--- src/rtl/core/slmb_pkg.sv ---
// Shared types, constants and helpers of the sliding local map box.
`timescale 1ns / 1ps

package slmb_pkg;

	localparam int unsigned POS_W  = 32;
	localparam int unsigned CFG_W  = 31;
	localparam int unsigned MR_W   = 13;
	localparam int unsigned THR_W  = 44;
	localparam int unsigned THR8_W = 36;
	localparam int unsigned MV_W   = 34;
	localparam int unsigned SUM_W  = 36;
	localparam int unsigned NUM_W  = 52;
	localparam int unsigned QUO_W  = 40;
	localparam int unsigned QA_W   = 41;
	localparam int unsigned HALF_W = 20;
	localparam int unsigned PP_W   = 40;
	localparam int unsigned PROD_W = 82;
	localparam int unsigned NAXES  = 3;

	localparam logic [1:0] CFG_CUBE_SIDE    = 2'd0;
	localparam logic [1:0] CFG_DETECT_RANGE = 2'd1;
	localparam logic [1:0] CFG_MOVE_RATIO   = 2'd2;

	localparam logic [CFG_W-1:0] CUBE_SIDE_RST    = 31'd65536000;
	localparam logic [CFG_W-1:0] DETECT_RANGE_RST = 31'd19660800;
	localparam logic [MR_W-1:0]  MOVE_RATIO_RST   = 13'd384;

	// Halves of ceil(2^42 / 5); exact for every 40-bit dividend.
	localparam logic [HALF_W-1:0] RECIP5_HI = 20'hCCCCC;
	localparam logic [HALF_W-1:0] RECIP5_LO = 20'hCCCCD;

	localparam logic signed [NUM_W-1:0] NUM_OFFSET = 52'sh2_8000_0000_0A00;
	localparam logic signed [QA_W-1:0]  QA_BIAS    = 41'sd137438953472;
	localparam logic signed [QA_W-1:0]  MV_MAX     = 41'sd8589934591;
	localparam logic signed [QA_W-1:0]  MV_MIN     = -41'sd8589934592;

	localparam logic signed [SUM_W-1:0] SAT_MAX = 36'sd2147483647;
	localparam logic signed [SUM_W-1:0] SAT_MIN = -36'sd2147483648;

	typedef enum logic [2:0] {
		DV_IDLE,
		DV_MUL,
		DV_SUB,
		DV_NUM,
		DV_PP,
		DV_ACC,
		DV_FIN
	} dv_state_t;

	typedef struct packed {
		logic                    move;
		logic                    down;
		logic signed [POS_W-1:0] new_lo;
		logic signed [POS_W-1:0] new_hi;
		logic signed [POS_W-1:0] rm_val;
	} lane_res_t;

	function automatic logic signed [POS_W-1:0] sat32(input logic signed [SUM_W-1:0] v);
		logic signed [POS_W-1:0] r;
		if (v > SAT_MAX) begin
			r = 32'sh7FFF_FFFF;
		end else if (v < SAT_MIN) begin
			r = 32'sh8000_0000;
		end else begin
			r = $signed(v[POS_W-1:0]);
		end
		return r;
	endfunction

endpackage

--- src/rtl/core/slmb_lane.sv ---
// Per-axis lane: edge test, box shift and removal face for one axis.
`timescale 1ns / 1ps

module slmb_lane (
	input  logic                                first,
	input  logic signed [slmb_pkg::POS_W-1:0]   pos,
	input  logic signed [slmb_pkg::POS_W-1:0]   lo,
	input  logic signed [slmb_pkg::POS_W-1:0]   hi,
	input  logic [slmb_pkg::THR8_W-1:0]         thr8,
	input  logic signed [slmb_pkg::MV_W-1:0]    move_dist,
	input  logic [slmb_pkg::CFG_W-2:0]          half,
	output slmb_pkg::lane_res_t                 res
);

	logic signed [32:0]                   d_lo;
	logic signed [32:0]                   d_hi;
	logic [32:0]                          a_lo;
	logic [32:0]                          a_hi;
	logic                                 near_lo;
	logic                                 near_hi;
	logic signed [slmb_pkg::SUM_W-1:0]    mv_e;
	logic signed [slmb_pkg::SUM_W-1:0]    half_e;
	logic signed [slmb_pkg::POS_W-1:0]    lo_dn;
	logic signed [slmb_pkg::POS_W-1:0]    hi_dn;
	logic signed [slmb_pkg::POS_W-1:0]    lo_up;
	logic signed [slmb_pkg::POS_W-1:0]    hi_up;
	logic signed [slmb_pkg::POS_W-1:0]    p_lo;
	logic signed [slmb_pkg::POS_W-1:0]    p_hi;

	assign d_lo    = 33'(pos) - 33'(lo);
	assign d_hi    = 33'(pos) - 33'(hi);
	assign a_lo    = d_lo[32] ? 33'(-d_lo) : 33'(d_lo);
	assign a_hi    = d_hi[32] ? 33'(-d_hi) : 33'(d_hi);
	assign near_lo = ({3'b0, a_lo} <= thr8);
	assign near_hi = ({3'b0, a_hi} <= thr8);

	assign mv_e   = 36'(move_dist);
	assign half_e = $signed({6'b0, half});
	assign lo_dn  = slmb_pkg::sat32(36'(lo) - mv_e);
	assign hi_dn  = slmb_pkg::sat32(36'(hi) - mv_e);
	assign lo_up  = slmb_pkg::sat32(36'(lo) + mv_e);
	assign hi_up  = slmb_pkg::sat32(36'(hi) + mv_e);
	assign p_lo   = slmb_pkg::sat32(36'(pos) - half_e);
	assign p_hi   = slmb_pkg::sat32(36'(pos) + half_e);

	always_comb begin
		res.move   = !first && (near_lo || near_hi);
		res.down   = near_lo;
		res.rm_val = near_lo ? hi_dn : lo_up;
		if (first) begin
			res.new_lo = p_lo;
			res.new_hi = p_hi;
		end else if (near_lo) begin
			res.new_lo = lo_dn;
			res.new_hi = hi_dn;
		end else if (near_hi) begin
			res.new_lo = lo_up;
			res.new_hi = hi_up;
		end else begin
			res.new_lo = lo;
			res.new_hi = hi;
		end
	end

endmodule

--- config.mk ---
export PLATFORM = sky130hd
export DESIGN_NAME = slmb_lane
export DESIGN_NICKNAME = d
export VERILOG_FILES = /design/src/rtl/core/slmb_pkg.sv /design/src/rtl/core/slmb_lane.sv
export SDC_FILE = /design/constraint.sdc
export NUM_CORES = 1
export LEC_CHECK = 0
export BUFFER_PORTS_ARGS = -buffer_cell sky130_fd_sc_hd__buf_2
export CAP_MARGIN = 30
export CORE_AREA = 2 2 295 180
export DETAILED_ROUTE_END_ITERATION = 12
export DIE_AREA = 0 0 297 182
export PLACE_DENSITY = 0.61
export SLEW_MARGIN = 20
export SYNTH_ARGS = -nofsm -noshare
export SYNTH_HDL_FRONTEND = slang
export SYNTH_SLANG_ARGS = --single-unit
--- constraint.sdc ---
create_clock -name vclk -period 12.06
set_input_delay 2.412 -clock vclk [all_inputs]
set_output_delay 2.412 -clock vclk [all_outputs]
set_load 0.02 [all_outputs]
## Word level (Yosys, flattened, before mapping)

Index checks and enable logic that the tools add are counted.

| word-level totals | value |
|---|---|
| register bits | 0 |
| input bits | 197 |
| output and inout port bits | 98 |
| word-level logic and storage cells | 45 |

| operators by class | value |
|---|---|
| $add $sub $neg | 10 |
| magnitude comparators | 14 |
| mux-type cells | 18 |
| reduce and logical (&&, ||, !) cells | 3 |

Operators by type and width:

| cell | count |
|---|---|
| 2-to-1 mux 32 bit | 13 |
| 2-to-1 mux 64 bit | 3 |
| greater-than comparator 35 x 32 -> 1 bit (second input constant) | 4 |
| < comparator 35 x 32 -> 1 bit (second input constant) | 4 |
| <= comparator 33 x 36 -> 1 bit | 2 |
| adder 32 x 34 -> 35 bit | 2 |
| subtractor 32 x 34 -> 35 bit | 2 |
| greater-than comparator 33 x 32 -> 1 bit (second input constant) | 2 |
| < comparator 33 x 32 -> 1 bit (second input constant) | 2 |
| 2-to-1 mux 33 bit | 2 |
| negator 33 bit | 2 |
| subtractor 32 x 32 -> 33 bit | 2 |
| adder 32 x 31 -> 33 bit | 1 |
| subtractor 32 x 31 -> 33 bit | 1 |
| logical AND 1 bit | 1 |
| zero test 1 bit | 1 |
| logical OR 1 bit | 1 |

## Logic depth before layout (Yosys ltp)

| depth | value |
|---|---|
| word-level depth | 7 |
| depth in mapped cells | 30 |
| gate-level depth less buffers | 27 |

## Least setup slack after synthesis

OpenSTA, ideal clock, no wires.

| timing path | value |
|---|---|
| path type | input to output |
| start | input port pos[0] (netlist bit) |
| end | output port res[36] (netlist bit) |
| arrival time | 8443 ps |
| data required time | 9648 ps |
| setup slack | 1205 ps |
| cell stages on the path | 27 |
| path buffers | 3 |
| cell sequence | inv_1 > ha_1 > fa_1 > nor2b_1 > o21a_1 > o21a_1 > nor4b_2 > o21ai_0 > o2111ai_1 > or3_1 > or4_4 > or4_1 > o31ai_1 > xnor2_1 > ha_1 > a21oi_1 > nand2_1 > a21oi_1 > o21ai_0 > o21ai_0 > o211a_1 > or2_2 > clkbuf_1 > clkbuf_1 > clkbuf_1 > o22ai_1 > a222oi_1 |

RTL lines:

| item | RTL line | source |
|---|---|---|
| start, declared | slmb_lane.sv:6 | `input logic signed [slmb_pkg::POS_W-1:0] pos,` |
| end, declared | slmb_lane.sv:12 | `output slmb_pkg::lane_res_t res` |

==> flow_metrics.py <==
metrics = {
    "run_status": {
        "status": "complete, no violations",
    },
    "worst_hold_path": {
        "hp-class": "in2out",
    },
    "timing": {
        "hold_slack_ps": 5310,
        "finalHoldViolations": 0,
        "worst_slack_ps": 231,
        "maxSlewHeadroom": 0.216,
        "period_needed_ps": 11830,
        "maxSlewViolCount": 0,
        "fin_crit_sh": 0.981,
        "worst_pin_slew_ps": 1160,
        "setup_viol": 0,
        "fmax_mhz": 84.5,
    },
    "routing": {
        "ant_nets": 0,
        "avgViaCountPerCell": 6.14,
        "drt_pass1_iterations": 8,
        "drt_iter0_drc": 2912,
        "route.vias.total": 25000,
        "totalWireLength_um": 95200,
        "wire_per_inst_um": 23.4,
        "drc": 0,
    },
    "placed_design": {
        "io_buffers": 295,
        "place_area_um2": 23000,
        "dp_slack_ps": 107,
        "place_inst": 4066,
        "dp_hpwl_um": 80700,
        "place_congestion": 1.05,
    },
    "setup_path": {
        "cp.arrival_ps": 9420,
        "required_ps": 9650,
        "critPathKind": "in2out",
        "worst-path-max-fanout": 11,
        "crit_path_end_kind": "output pin",
        "cp-start-kind": "input port",
    },
    "power_and_ir_drop": {
        "vdd_ir_drop_max_uv": 39.9,
        "leakage_nw": 10.6,
        "cellPowerDensity_nw_per_um2": 81.8,
    },
    "grt": {
        "grt_pass1_wl_um": 138000,
        "grtUsageMet1": 0.497,
        "grt_use_met3": 0.0656,
        "grt.busiest_layer": "met1",
        "grt_max_degree": 33,
        "overflow": 0,
        "antenna_found_initial": 1,
        "track_usage": 0.329,
        "grt_pass1_vias": 22000,
        "grtUsageMet2": 0.474,
    },
    "yosys": {
        "yosysSeqAreaShare": 0,
        "synthAdderAreaFrac": 0.210,
        "syn_nets": 3670,
        "synth_top_cell_area_share": 0.202,
        "synth_top_cells_by_area": "ha_1 20%, xnor2_1 8.5%, a21oi_1 8.2%, nor2_1 5.7%, inv_1 5.5%",
        "synth.avg_cell_area_um2": 6.48,
        "synth_compound_area_frac": 0.361,
        "synthesis.area_um2": 20300,
        "synth_xor_area_frac": 0.114,
        "synth_top_family_by_area": "compound AO/OA/AOI/OAI gates",
        "yosys_warnings": 0,
        "yosysUniqueCellTypes": 86,
        "synth-simple-area-share": 0.226,
        "synth_mux_area_frac": 0.00394,
        "synth_top_cell_by_area": "ha_1",
        "synth_cells": 3137,
    },
    "final_layout": {
        "layout_commonest_cell": "a21oi_1",
        "final_nets": 3902,
        "layout.cells.non_filler": 4070,
        "stdcell_area_um2": 23100,
        "n_antenna_cell": 0,
        "fillers": 5691,
        "most-common-layout-cells": "333 x a21oi_1, 328 x ha_1, 307 x nor2_1, 297 x inv_1, 296 x buf_2",
        "final_layout_size_suffix_gt1_frac": 0.136,
        "n_sequential_cell": 0,
        "n_clock_buffer": 0,
        "register_area_um2": 0,
        "areaGrowthSynthToFinish_pct": 13.6,
    },
    "die": {
        "start_util": 0.393,
        "die_area_um2": 54100,
        "core_um2": 51700,
        "fp.dieH_um": 182,
        "die_w_um": 297,
        "rows": 65,
        "io-pin-count": 295,
    },
    "job": {
        "max_cap_violations": 0,
    },
    "clocking": {
        "postCtsHoldBufs": 0,
    },
}
==> final timing paths <==
kind / start / slack, ps / end / depth (start not counted)
setup / recovery: hi[8] / 230 / res[74] / 28
hold / removal: hi[8] / 5310 / res[40] / 3
==> where the power goes <==
group / leakage [nW] / total (mW) / internal, mW / switching (mW)
logic: 10.6 / 1.89 / 0.690 / 1.20
registers: 0 / 0 / 0 / 0
clock network: 0 / 0 / 0 / 0
==> per-layer routing <==
| layer | vias up | part of all wire |
|---|---|---|
| li1 | 11900 | - |
| met3 | 101 | 0.11 |
| met1 | 11700 | 0.47 |
| met4 | 2 | 0.024 |
| met2 | 1344 | 0.40 |
| met5 | - | 0.00015 |
==> per-stage QoR <==
step	utilization	total power, mW	TNS (ps)
floorplan	-	1.20	0
global placement	0.443	1.82	0
detailed placement	0.444	1.81	0
CTS	0.444	1.82	0
global route	0.447	2.03	-70.8
finish	0.447	1.89	0
==> logic make-up (layout without fill, tap and decap cells) <==
logic type | after synthesis | in the layout
AOI/OAI and AO/OA | 1119 | 1119
and+or+nand+nor | 952 | 952
buffers and inverters | 458 | 688
adders and majority gates | 336 | 336
xor gates and xnor gates | 264 | 264
muxes | 8 | 8
==> cell usage after synthesis (all sizes together), types with 27 or more instances <==
cell      n
nand3    77
ha      328
a21o     73
nand2b   48
and3     27
o221ai   33
o31ai    32
clkbuf  131
xnor2   197
nor2    308
o21a     33
buf      27
nor2b    53
nor3     72
o21ai   187
a211oi   50
xor2     67
o21bai   46
a21oi   336
nand2   214
a31oi    76
inv     297
o211ai   46
==> worst max-delay path, stage by stage <==
cell,delay (ps)
buf_2,130
inv_1,90
ha_1,380
a21o_1,280
a21o_1,200
a31oi_1,260
and2_1,280
a21o_1,220
o21ai_0,210
a2111o_1,440
or3b_2,490
and3_1,390
nor2_1,210
xor2_1,100
ha_1,290
nand4_1,190
nor4_2,410
o21ai_0,240
a31oi_1,310
o21ai_0,140
o211a_1,190
or2_2,390
a21oi_1,160
buf_4,270
o221ai_1,160
a31oi_1,200
buf_4,160
buf_2,160
==> cell type report <==
| type | instances | area (um2) | area share |
|---|---|---|---|
| inverter | 300 | 1130 | 0.0487 |
| multi-input combinational | 2679 | 18700 | 0.811 |
| timing repair buffer | 388 | 2360 | 0.102 |
| tap | 703 | 880 | 0.0381 |
==> repair_timing <==
action / 4_1_cts / 5_1_grt
setup endpoints to repair: 0 / 71
buffers inserted: 0 / 0
resized for setup: 0 / 23
(Power assumes the default switching activity.)
