<file path="src/rtl/core/slmb_pkg.sv">
// Shared types, constants and helpers of the sliding local map box.
`timescale 1ns / 1ps

package slmb_pkg;

	localparam int unsigned POS_W  = 32;
	localparam int unsigned CFG_W  = 31;
	localparam int unsigned MR_W   = 13;
	localparam int unsigned THR_W  = 44;
	localparam int unsigned THR8_W = 36;
	localparam int unsigned MV_W   = 34;
	localparam int unsigned SUM_W  = 36;
	localparam int unsigned NUM_W  = 52;
	localparam int unsigned QUO_W  = 40;
	localparam int unsigned QA_W   = 41;
	localparam int unsigned HALF_W = 20;
	localparam int unsigned PP_W   = 40;
	localparam int unsigned PROD_W = 82;
	localparam int unsigned NAXES  = 3;

	localparam logic [1:0] CFG_CUBE_SIDE    = 2'd0;
	localparam logic [1:0] CFG_DETECT_RANGE = 2'd1;
	localparam logic [1:0] CFG_MOVE_RATIO   = 2'd2;

	localparam logic [CFG_W-1:0] CUBE_SIDE_RST    = 31'd65536000;
	localparam logic [CFG_W-1:0] DETECT_RANGE_RST = 31'd19660800;
	localparam logic [MR_W-1:0]  MOVE_RATIO_RST   = 13'd384;

	// Halves of ceil(2^42 / 5); exact for every 40-bit dividend.
	localparam logic [HALF_W-1:0] RECIP5_HI = 20'hCCCCC;
	localparam logic [HALF_W-1:0] RECIP5_LO = 20'hCCCCD;

	localparam logic signed [NUM_W-1:0] NUM_OFFSET = 52'sh2_8000_0000_0A00;
	localparam logic signed [QA_W-1:0]  QA_BIAS    = 41'sd137438953472;
	localparam logic signed [QA_W-1:0]  MV_MAX     = 41'sd8589934591;
	localparam logic signed [QA_W-1:0]  MV_MIN     = -41'sd8589934592;

	localparam logic signed [SUM_W-1:0] SAT_MAX = 36'sd2147483647;
	localparam logic signed [SUM_W-1:0] SAT_MIN = -36'sd2147483648;

	typedef enum logic [2:0] {
		DV_IDLE,
		DV_MUL,
		DV_SUB,
		DV_NUM,
		DV_PP,
		DV_ACC,
		DV_FIN
	} dv_state_t;

	typedef struct packed {
		logic                    move;
		logic                    down;
		logic signed [POS_W-1:0] new_lo;
		logic signed [POS_W-1:0] new_hi;
		logic signed [POS_W-1:0] rm_val;
	} lane_res_t;

	function automatic logic signed [POS_W-1:0] sat32(input logic signed [SUM_W-1:0] v);
		logic signed [POS_W-1:0] r;
		if (v > SAT_MAX) begin
			r = 32'sh7FFF_FFFF;
		end else if (v < SAT_MIN) begin
			r = 32'sh8000_0000;
		end else begin
			r = $signed(v[POS_W-1:0]);
		end
		return r;
	endfunction

endpackage

</file>
<file path="src/rtl/core/slmb_derive.sv">
// Sequencer that derives the edge threshold and move distance from the registers.
`timescale 1ns / 1ps

module slmb_derive (
	input  logic                                clk,
	input  logic                                arst_n,
	input  logic                                restart,
	input  logic [slmb_pkg::CFG_W-1:0]          cube_side,
	input  logic [slmb_pkg::CFG_W-1:0]          detect_range,
	input  logic [slmb_pkg::MR_W-1:0]           move_ratio,
	output logic                                busy,
	output logic [slmb_pkg::THR8_W-1:0]         thr8,
	output logic signed [slmb_pkg::MV_W-1:0]    move_dist
);

	slmb_pkg::dv_state_t state_q, state_d;

	logic [slmb_pkg::THR_W-1:0]           thr_q;
	logic signed [45:0]                   b_q;
	logic signed [46:0]                   d_q;
	logic signed [37:0]                   qb_q;
	logic [slmb_pkg::QUO_W-1:0]           n_q;
	logic [slmb_pkg::PP_W-1:0]            pp_ll_q;
	logic [slmb_pkg::PP_W-1:0]            pp_lh_q;
	logic [slmb_pkg::PP_W-1:0]            pp_hl_q;
	logic [slmb_pkg::PP_W-1:0]            pp_hh_q;
	logic [slmb_pkg::THR8_W-1:0]          thr8_q;
	logic signed [slmb_pkg::MV_W-1:0]     mv_q;

	logic [slmb_pkg::THR_W-1:0]           thr_prod;
	logic signed [13:0]                   mr_off;
	logic signed [31:0]                   dr_s;
	logic signed [45:0]                   b_prod;
	logic signed [45:0]                   b_sum;
	logic signed [46:0]                   d_calc;
	logic signed [slmb_pkg::NUM_W-1:0]    d_ext;
	logic signed [slmb_pkg::NUM_W-1:0]    num_calc;
	logic [slmb_pkg::HALF_W-1:0]          n_lo;
	logic [slmb_pkg::HALF_W-1:0]          n_hi;
	logic [slmb_pkg::PP_W-1:0]            pp_ll;
	logic [slmb_pkg::PP_W-1:0]            pp_lh;
	logic [slmb_pkg::PP_W-1:0]            pp_hl;
	logic [slmb_pkg::PP_W-1:0]            pp_hh;
	logic [slmb_pkg::PP_W:0]              pp_mid;
	logic [slmb_pkg::PROD_W-1:0]          prod_sum;
	logic signed [slmb_pkg::QA_W-1:0]     qa;
	logic signed [slmb_pkg::QA_W-1:0]     qb_ext;
	logic signed [slmb_pkg::QA_W-1:0]     m_big;
	logic signed [slmb_pkg::QA_W-1:0]     m_clamp;

	assign thr_prod = 44'(detect_range) * 44'(move_ratio);
	assign mr_off   = $signed({1'b0, move_ratio}) - 14'sd256;
	assign dr_s     = $signed({1'b0, detect_range});
	assign b_prod   = 46'(dr_s) * 46'(mr_off);
	assign b_sum    = b_q + 46'sd128;
	assign d_calc   = $signed({8'b0, cube_side, 8'b0}) - $signed({2'b0, thr_q, 1'b0});
	assign d_ext    = 52'(d_q);
	assign num_calc = (d_ext <<< 3) + d_ext + slmb_pkg::NUM_OFFSET;

	// The divide by five is a multiply by the reciprocal, done on 20-bit halves.
	assign n_lo     = n_q[slmb_pkg::HALF_W-1:0];
	assign n_hi     = n_q[slmb_pkg::QUO_W-1:slmb_pkg::HALF_W];
	assign pp_ll    = 40'(n_lo) * 40'(slmb_pkg::RECIP5_LO);
	assign pp_lh    = 40'(n_lo) * 40'(slmb_pkg::RECIP5_HI);
	assign pp_hl    = 40'(n_hi) * 40'(slmb_pkg::RECIP5_LO);
	assign pp_hh    = 40'(n_hi) * 40'(slmb_pkg::RECIP5_HI);
	assign pp_mid   = 41'(pp_lh_q) + 41'(pp_hl_q);
	assign prod_sum = {2'b0, pp_hh_q, 40'b0} + {21'b0, pp_mid, 20'b0} + {42'b0, pp_ll_q};

	assign qa       = $signed({1'b0, n_q}) - slmb_pkg::QA_BIAS;
	assign qb_ext   = 41'(qb_q);
	assign m_big    = (qa > qb_ext) ? qa : qb_ext;

	always_comb begin
		if (m_big > slmb_pkg::MV_MAX) begin
			m_clamp = slmb_pkg::MV_MAX;
		end else if (m_big < slmb_pkg::MV_MIN) begin
			m_clamp = slmb_pkg::MV_MIN;
		end else begin
			m_clamp = m_big;
		end
	end

	always_comb begin
		state_d = state_q;
		unique case (state_q)
			slmb_pkg::DV_IDLE: state_d = slmb_pkg::DV_IDLE;
			slmb_pkg::DV_MUL:  state_d = slmb_pkg::DV_SUB;
			slmb_pkg::DV_SUB:  state_d = slmb_pkg::DV_NUM;
			slmb_pkg::DV_NUM:  state_d = slmb_pkg::DV_PP;
			slmb_pkg::DV_PP:   state_d = slmb_pkg::DV_ACC;
			slmb_pkg::DV_ACC:  state_d = slmb_pkg::DV_FIN;
			slmb_pkg::DV_FIN:  state_d = slmb_pkg::DV_IDLE;
			default:           state_d = slmb_pkg::DV_IDLE;
		endcase
		if (restart) begin
			state_d = slmb_pkg::DV_MUL;
		end
	end

	always_comb begin
		busy = (state_q != slmb_pkg::DV_IDLE);
	end

	always_ff @(posedge clk or negedge arst_n) begin
		if (!arst_n) begin
			state_q <= slmb_pkg::DV_MUL;
		end else begin
			state_q <= state_d;
		end
	end

	always_ff @(posedge clk or negedge arst_n) begin
		if (!arst_n) begin
			thr_q   <= '0;
			b_q     <= '0;
			d_q     <= '0;
			qb_q    <= '0;
			n_q     <= '0;
			pp_ll_q <= '0;
			pp_lh_q <= '0;
			pp_hl_q <= '0;
			pp_hh_q <= '0;
			thr8_q  <= '0;
			mv_q    <= '0;
		end else begin
			unique case (state_q)
				slmb_pkg::DV_MUL: begin
					thr_q <= thr_prod;
					b_q   <= b_prod;
				end
				slmb_pkg::DV_SUB: begin
					d_q  <= d_calc;
					qb_q <= $signed(b_sum[45:8]);
				end
				slmb_pkg::DV_NUM: begin
					n_q <= num_calc[49:10];
				end
				slmb_pkg::DV_PP: begin
					pp_ll_q <= pp_ll;
					pp_lh_q <= pp_lh;
					pp_hl_q <= pp_hl;
					pp_hh_q <= pp_hh;
				end
				slmb_pkg::DV_ACC: begin
					n_q <= prod_sum[slmb_pkg::PROD_W-1:42];
				end
				slmb_pkg::DV_FIN: begin
					thr8_q <= thr_q[slmb_pkg::THR_W-1:8];
					mv_q   <= m_clamp[slmb_pkg::MV_W-1:0];
				end
				default: begin
				end
			endcase
		end
	end

	assign thr8      = thr8_q;
	assign move_dist = mv_q;

endmodule

</file>
<file path="config.mk">
export PLATFORM = sky130hd
export DESIGN_NAME = slmb_derive
export DESIGN_NICKNAME = d
export VERILOG_FILES = /design/src/rtl/core/slmb_pkg.sv /design/src/rtl/core/slmb_derive.sv
export SDC_FILE = /design/constraint.sdc
export NUM_CORES = 2
export LEC_CHECK = 0
export ABC_CLOCK_PERIOD_IN_PS = 7140
export BUFFER_PORTS_ARGS = -buffer_cell sky130_fd_sc_hd__buf_2
export CAP_MARGIN = 20
export CORE_ASPECT_RATIO = 1.1
export CORE_MARGIN = 1.5
export CORE_UTILIZATION = 42
export CTS_CLUSTER_DIAMETER = 100
export DETAILED_ROUTE_END_ITERATION = 10
export GPL_ROUTABILITY_DRIVEN = 0
export SLEW_MARGIN = 20
export SYNTH_ARGS = -nofsm -noshare
export SYNTH_HDL_FRONTEND = slang
export SYNTH_SLANG_ARGS = --single-unit
</file>
<file path="constraint.sdc">
create_clock -name clk -period 7.14 [get_ports clk]
set_input_delay 1.428 -clock clk [delete_from_list [all_inputs] [get_ports clk]]
set_output_delay 1.428 -clock clk [all_outputs]
set_load 0.02 [all_outputs]
</file>
[Word-level counts from Yosys, hierarchy flattened]
Index checks and enable logic that the tools add are counted.
Storage, ports and cells
  bits in registers: 443
  bits of input ports: 78
  output and inout port bits: 71
  logic and storage cells: 44
Operators by class
  add/sub/neg operators: 9
  $mul: 6
  order comparisons: 3
  equality and inequality tests: 6
  multiplexer cells: 6
  reductions and logical operators: 2
Operator list (number)
  adder 81 x 40 -> 82 bit: 1
  adder 80 x 61 -> 81 bit: 1
  multiplier 20 x 20 -> 40 bit, second input constant: 2
  one-hot mux 40 bit (2 select lines): 1
  multiplier 20 x 18 -> 38 bit, second input constant: 2
  two-way mux 34 bit: 2
  adder 49 x 46 -> 50 bit: 1
  adder 50 bit, second input constant: 1
  adder 46 x 9 -> 46 bit, second input constant: 1
  multiplier 32 x 14 -> 46 bit: 1
  subtractor 39 x 45 -> 46 bit: 1
  multiplier 31 x 13 -> 44 bit: 1
  adder 40 x 40 -> 41 bit: 1
  > comparator 41 x 34 -> 1 bit, second input constant: 1
  > comparator 41 x 38 -> 1 bit: 1
  less-than comparator 41 x 34 -> 1 bit, second input constant: 1
  two-way mux 41 bit: 1
  subtractor 40 x 38 -> 41 bit, second input constant: 1
  one-hot mux 3 bit (5 select lines): 1
  subtractor 13 x 9 -> 14 bit, second input constant: 1
  equality test 3 bit, second input constant: 3
  equality test 3 x 2 -> 1 bit, second input constant: 2
  equality test 3 x 1 -> 1 bit, second input constant: 1
  two-way mux 3 bit: 1
  other kinds (2): 2

[Longest topological paths before layout]
  word-level depth: 6
  gate-level depth with buffers: 31
  gate-level depth less buffers: 28

[Least setup slack after synthesis]
Ideal clock, no wire load.
  kind: input port to flip-flop
  start: input move_ratio[8] (netlist name)
  end: register b_q[45]
  setup time: 133 ps
  arrival time: 8575 ps
  data required time: 7007 ps
  path slack: -1568 ps
  cell stages on the path: 28
  cell sequence: clkbuf_1 inv_1 clkbuf_1 ha_1 xor2_1 clkbuf_1 nand2_1 fa_1 inv_1 fa_1 fa_1 fa_1 fa_1 inv_1 fa_1 inv_1 ha_1 a21o_1 a21o_1 a21oi_1 nor2_1 a2111oi_0 nand3_1 o21ai_0 o31ai_1 a221oi_1 xnor2_1 o21ai_0
On the way
  longest elaborated chain between the ends: 2
RTL lines
  from (decl): line slmb_derive.sv:10  | input logic [slmb_pkg::MR_W-1:0] move_ratio,
  subtractor 13 x 9 -> 14 bit: line slmb_derive.sv:52  | assign mr_off = $signed({1'b0, move_ratio}) - 14'sd256;
  multiplier 32 x 14 -> 46 bit: line slmb_derive.sv:54  | assign b_prod = 46'(dr_s) * 46'(mr_off);
  to (signal assigned): line slmb_derive.sv:130  | b_q <= b_prod;
  to (decl): line slmb_derive.sv:19  | logic signed [45:0] b_q;
Every way passes these cells.
A chain may end at the register's enable or synchronous reset.

[Final worst setup path]
Ends and elaborated chain as after synthesis.

==> impl_metrics.env <==
export IMPL_cts_tree="built"
export IMPL_grt_total_usage=0.255
export IMPL_die_w_um=391
export IMPL_min_period_over_period=1.03
export IMPL_fmax_ghz=0.136
export IMPL_synthArstFlopShare=1.00
export IMPL_first_global_vias=57801
export IMPL_syn_area_per_cell_um2=9.24
export IMPL_setup_slack_ns=-0.207
export IMPL_synth_warnings=0
export IMPL_worst_reg2reg_path_length_in_cells=21
export IMPL_synth_top_area_share=0.304
export IMPL_hold_path_depth=2
export IMPL_route_vias_total=54694
export IMPL_route_antenna_remaining_nets=0
export IMPL_post_route_cells_drive_above_1_share=0.139
export IMPL_timing_hold_worst_endpoint="pp_ll_q[20]"
export IMPL_postCtsHoldBufs=0
export IMPL_port_buffer_count=148
export IMPL_area_inside_the_core_boundary_mm2=0.164
export IMPL_fp_row_count=156
export IMPL_timing_final_setup_violations=13
export IMPL_worst_ep_arrival_time_ns=7.81
export IMPL_cts_buffers_inserted=50
export IMPL_wl_per_cell_um=20.3
export IMPL_cts_htree_levels=2
export IMPL_slew_violations=0
export IMPL_timing_clock_skew_ns=0.0179
export IMPL_clock_pin_slew_on_the_worst_setup_and_hold_paths_ns=0.06
export IMPL_initial_core_util=0.423
export IMPL_setup_worst_path_end_class="register"
export IMPL_run_status="finished, violations left"
export IMPL_final_nets=10245
export IMPL_wire_length_of_the_first_global_routing_pass_um=331000
export IMPL_routed_via_density=5.24
export IMPL_netlist_cell_type_count=88
export IMPL_max_slew_worst_pin_slew_ns=0.909
export IMPL_worst_hold_path_type="register to register"
export IMPL_postLayoutCoreUtil=0.489
export IMPL_worstReg2RegStart="n_q[31]"
export IMPL_final_hold_violation_count=0
export IMPL_synth_yosys_seq_area_share=0.149
export IMPL_max_clock_path_buffers=3
export IMPL_grt_remaining_overflow=0
export IMPL_drt_wl_total_um=212000
export IMPL_setup_worst_path_start_class="input port"
export IMPL_reg2reg_slack_ns=0.20
export IMPL_yosys_most_used_dff="sky130_fd_sc_hd__dfrtp_1"
export IMPL_cp_max_fo=5
export IMPL_detail_route_iter0_violations=3244
export IMPL_detail_route_drc_violations=0
export IMPL_worstPathRequired_ns=7.61
export IMPL_max_cap_violations=0
export IMPL_die_height_um=430
export IMPL_hpwlAfterDp_um=182000
export IMPL_pin_count_of_the_biggest_net_entering_global_routing=139
export IMPL_design_portCount=149
export IMPL_antenna_found_initial=5
export IMPL_area_growth_syn_to_layout_pct=15.6
export IMPL_drt_pre_antenna_iters=5
export IMPL_post_synth_instance_area_mm2=0.0696
export IMPL_timing_critical_path_slowest_cell_delay_ns=0.55
export IMPL_insertion_delay_of_the_later_clocked_pin_in_the_worst_skew_pair_ns=0.62
export IMPL_yosysTopAreaCell="sky130_fd_sc_hd__fa_1"
export IMPL_cell_count_after_synthesis=7527
export IMPL_failed_checks="setup timing"
export IMPL_critical_path_class="input port to register"
export IMPL_layout_commonest_cell="sky130_fd_sc_hd__inv_1"
export IMPL_most_common_layout_cells="1435 x sky130_fd_sc_hd__inv_1, 1039 x sky130_fd_sc_hd__fa_1, 899 x sky130_fd_sc_hd__ha_1"
export IMPL_synth_top_cells_by_area="sky130_fd_sc_hd__fa_1 30%, sky130_fd_sc_hd__ha_1 17%, sky130_fd_sc_hd__dfrtp_1 15%"
export IMPL_hold_start="pp_ll_q[20]"
export IMPL_synth_edff_count=0
export IMPL_critical_path_top_cell_by_count="sky130_fd_sc_hd__fa_2"
export IMPL_floorplan_die_area_mm2=0.168
export IMPL_synthesis_nets=9585
export IMPL_timing_rr_end="pp_hl_q[35]"
export IMPL_clock_tree_root_cell="sky130_fd_sc_hd__clkbuf_16"
export IMPL_timing_critical_path_slowest_stage_cell="sky130_fd_sc_hd__fa_1"
export IMPL_fin_crit_ns=7.35
export IMPL_rsz0062_at_grt="true"
export IMPL_slew_limit_headroom=0.386
export IMPL_ys_seq_elements=414
export IMPL_cts_sink_count=414
## layer usage
metal  GRT usage  wire, um
met1       0.321     87000
met3      0.0290     10700
met5           0        23
met2       0.448    105000
met4      0.0937      9250
## flip-flops by register name, indices dropped and copies added (netlist names), 21 cells and up
signal,flops
qb_q,38
thr_q,44
thr8,36
b_q,39
move_dist,34
pp_lh_q,37
pp_hl_q,40
pp_hh_q,37
pp_ll_q,21
n_q,40
d_q,45
## cell families (layout without fill, tap and decap cells)
family,after synthesis,in the layout,synth area share
adder cells (fa/ha/maj),1980,1980,0.470
other,0,2,0
multiplexers,9,9,0.00137
AND/OR/NAND/NOR,1805,1805,0.126
XOR/XNOR,353,353,0.0445
AO/OA/AOI/OAI,1292,1292,0.119
flip-flops,414,414,0.149
buffers and inverters,1674,2374,0.0905
## worst max-delay path, delay by kind of cell
family,cells,cell delay [ns]
fa+ha+maj,7,2.84
compound gates,8,1.33
simple gates,5,1.19
buf+inv,8,0.88
xor+xnor,1,0.14
## cell type report
cell class | count | area, um^2
inverters | 1455 | 5460
well taps | 2212 | 2770
clock buffers | 64 | 1390
flip-flops and latches | 414 | 10400
diodes | 2 | 5.00
multi-input cells | 5439 | 53900
clock inverters | 28 | 339
repair buffers | 827 | 6230
fillers | 15672 | 83900
## metrics by stage
stage | setup slack, ns | TNS [ns] | std cells | instance area [um^2] | hold slack [ns]
after global placement | -0.970 | -27.07 | 10335 | 78000 | 0.462
after detailed placement | -1.03 | -32.20 | 10335 | 78000 | 0.470
after global routing | -0.414 | -5.22 | 10439 | 80400 | 0.497
after floorplan | -0.499 | -6.61 | 7527 | 70100 | 0.443
final | -0.207 | -1.21 | 10441 | 80400 | 0.477
after CTS | -0.243 | -1.60 | 10433 | 79900 | 0.482
## worst max-delay path by stage
stage / to / cells after the start / start
floorplan: b_q[45] / 26 / move_ratio[10]
global placement: b_q[45] / 27 / move_ratio[8]
detailed placement: b_q[45] / 27 / move_ratio[8]
CTS: b_q[45] / 29 / move_ratio[8]
global route: b_q[45] / 27 / move_ratio[8]
finish: b_q[45] / 29 / move_ratio[8]
## repair_timing
action	in CTS	in global routing
endpoints found under the setup margin	26	50
setup buffers	4	6
gates resized for setup	28	109
pin swaps	17	40
cloned	2	1
## Yosys cell counts, drive strengths merged (22+ instances only)
master	n
dfrtp	413
or2	24
nor2	241
o22ai	22
o21a	37
o21bai	51
a21o	169
nand4	48
inv	1455
nand2	749
nand2b	51
o21ai	408
and3	42
a211oi	67
a31oi	33
nor3	57
nor2b	65
a21oi	285
clkbuf	207
and2	375
fa	1056
xnor2	196
a311oi	35
nand3	86
ha	924
o31ai	35
xor2	157
Power is not shown: default switching activity piles up to over one toggle a cycle in this logic, so the estimate is an artifact.
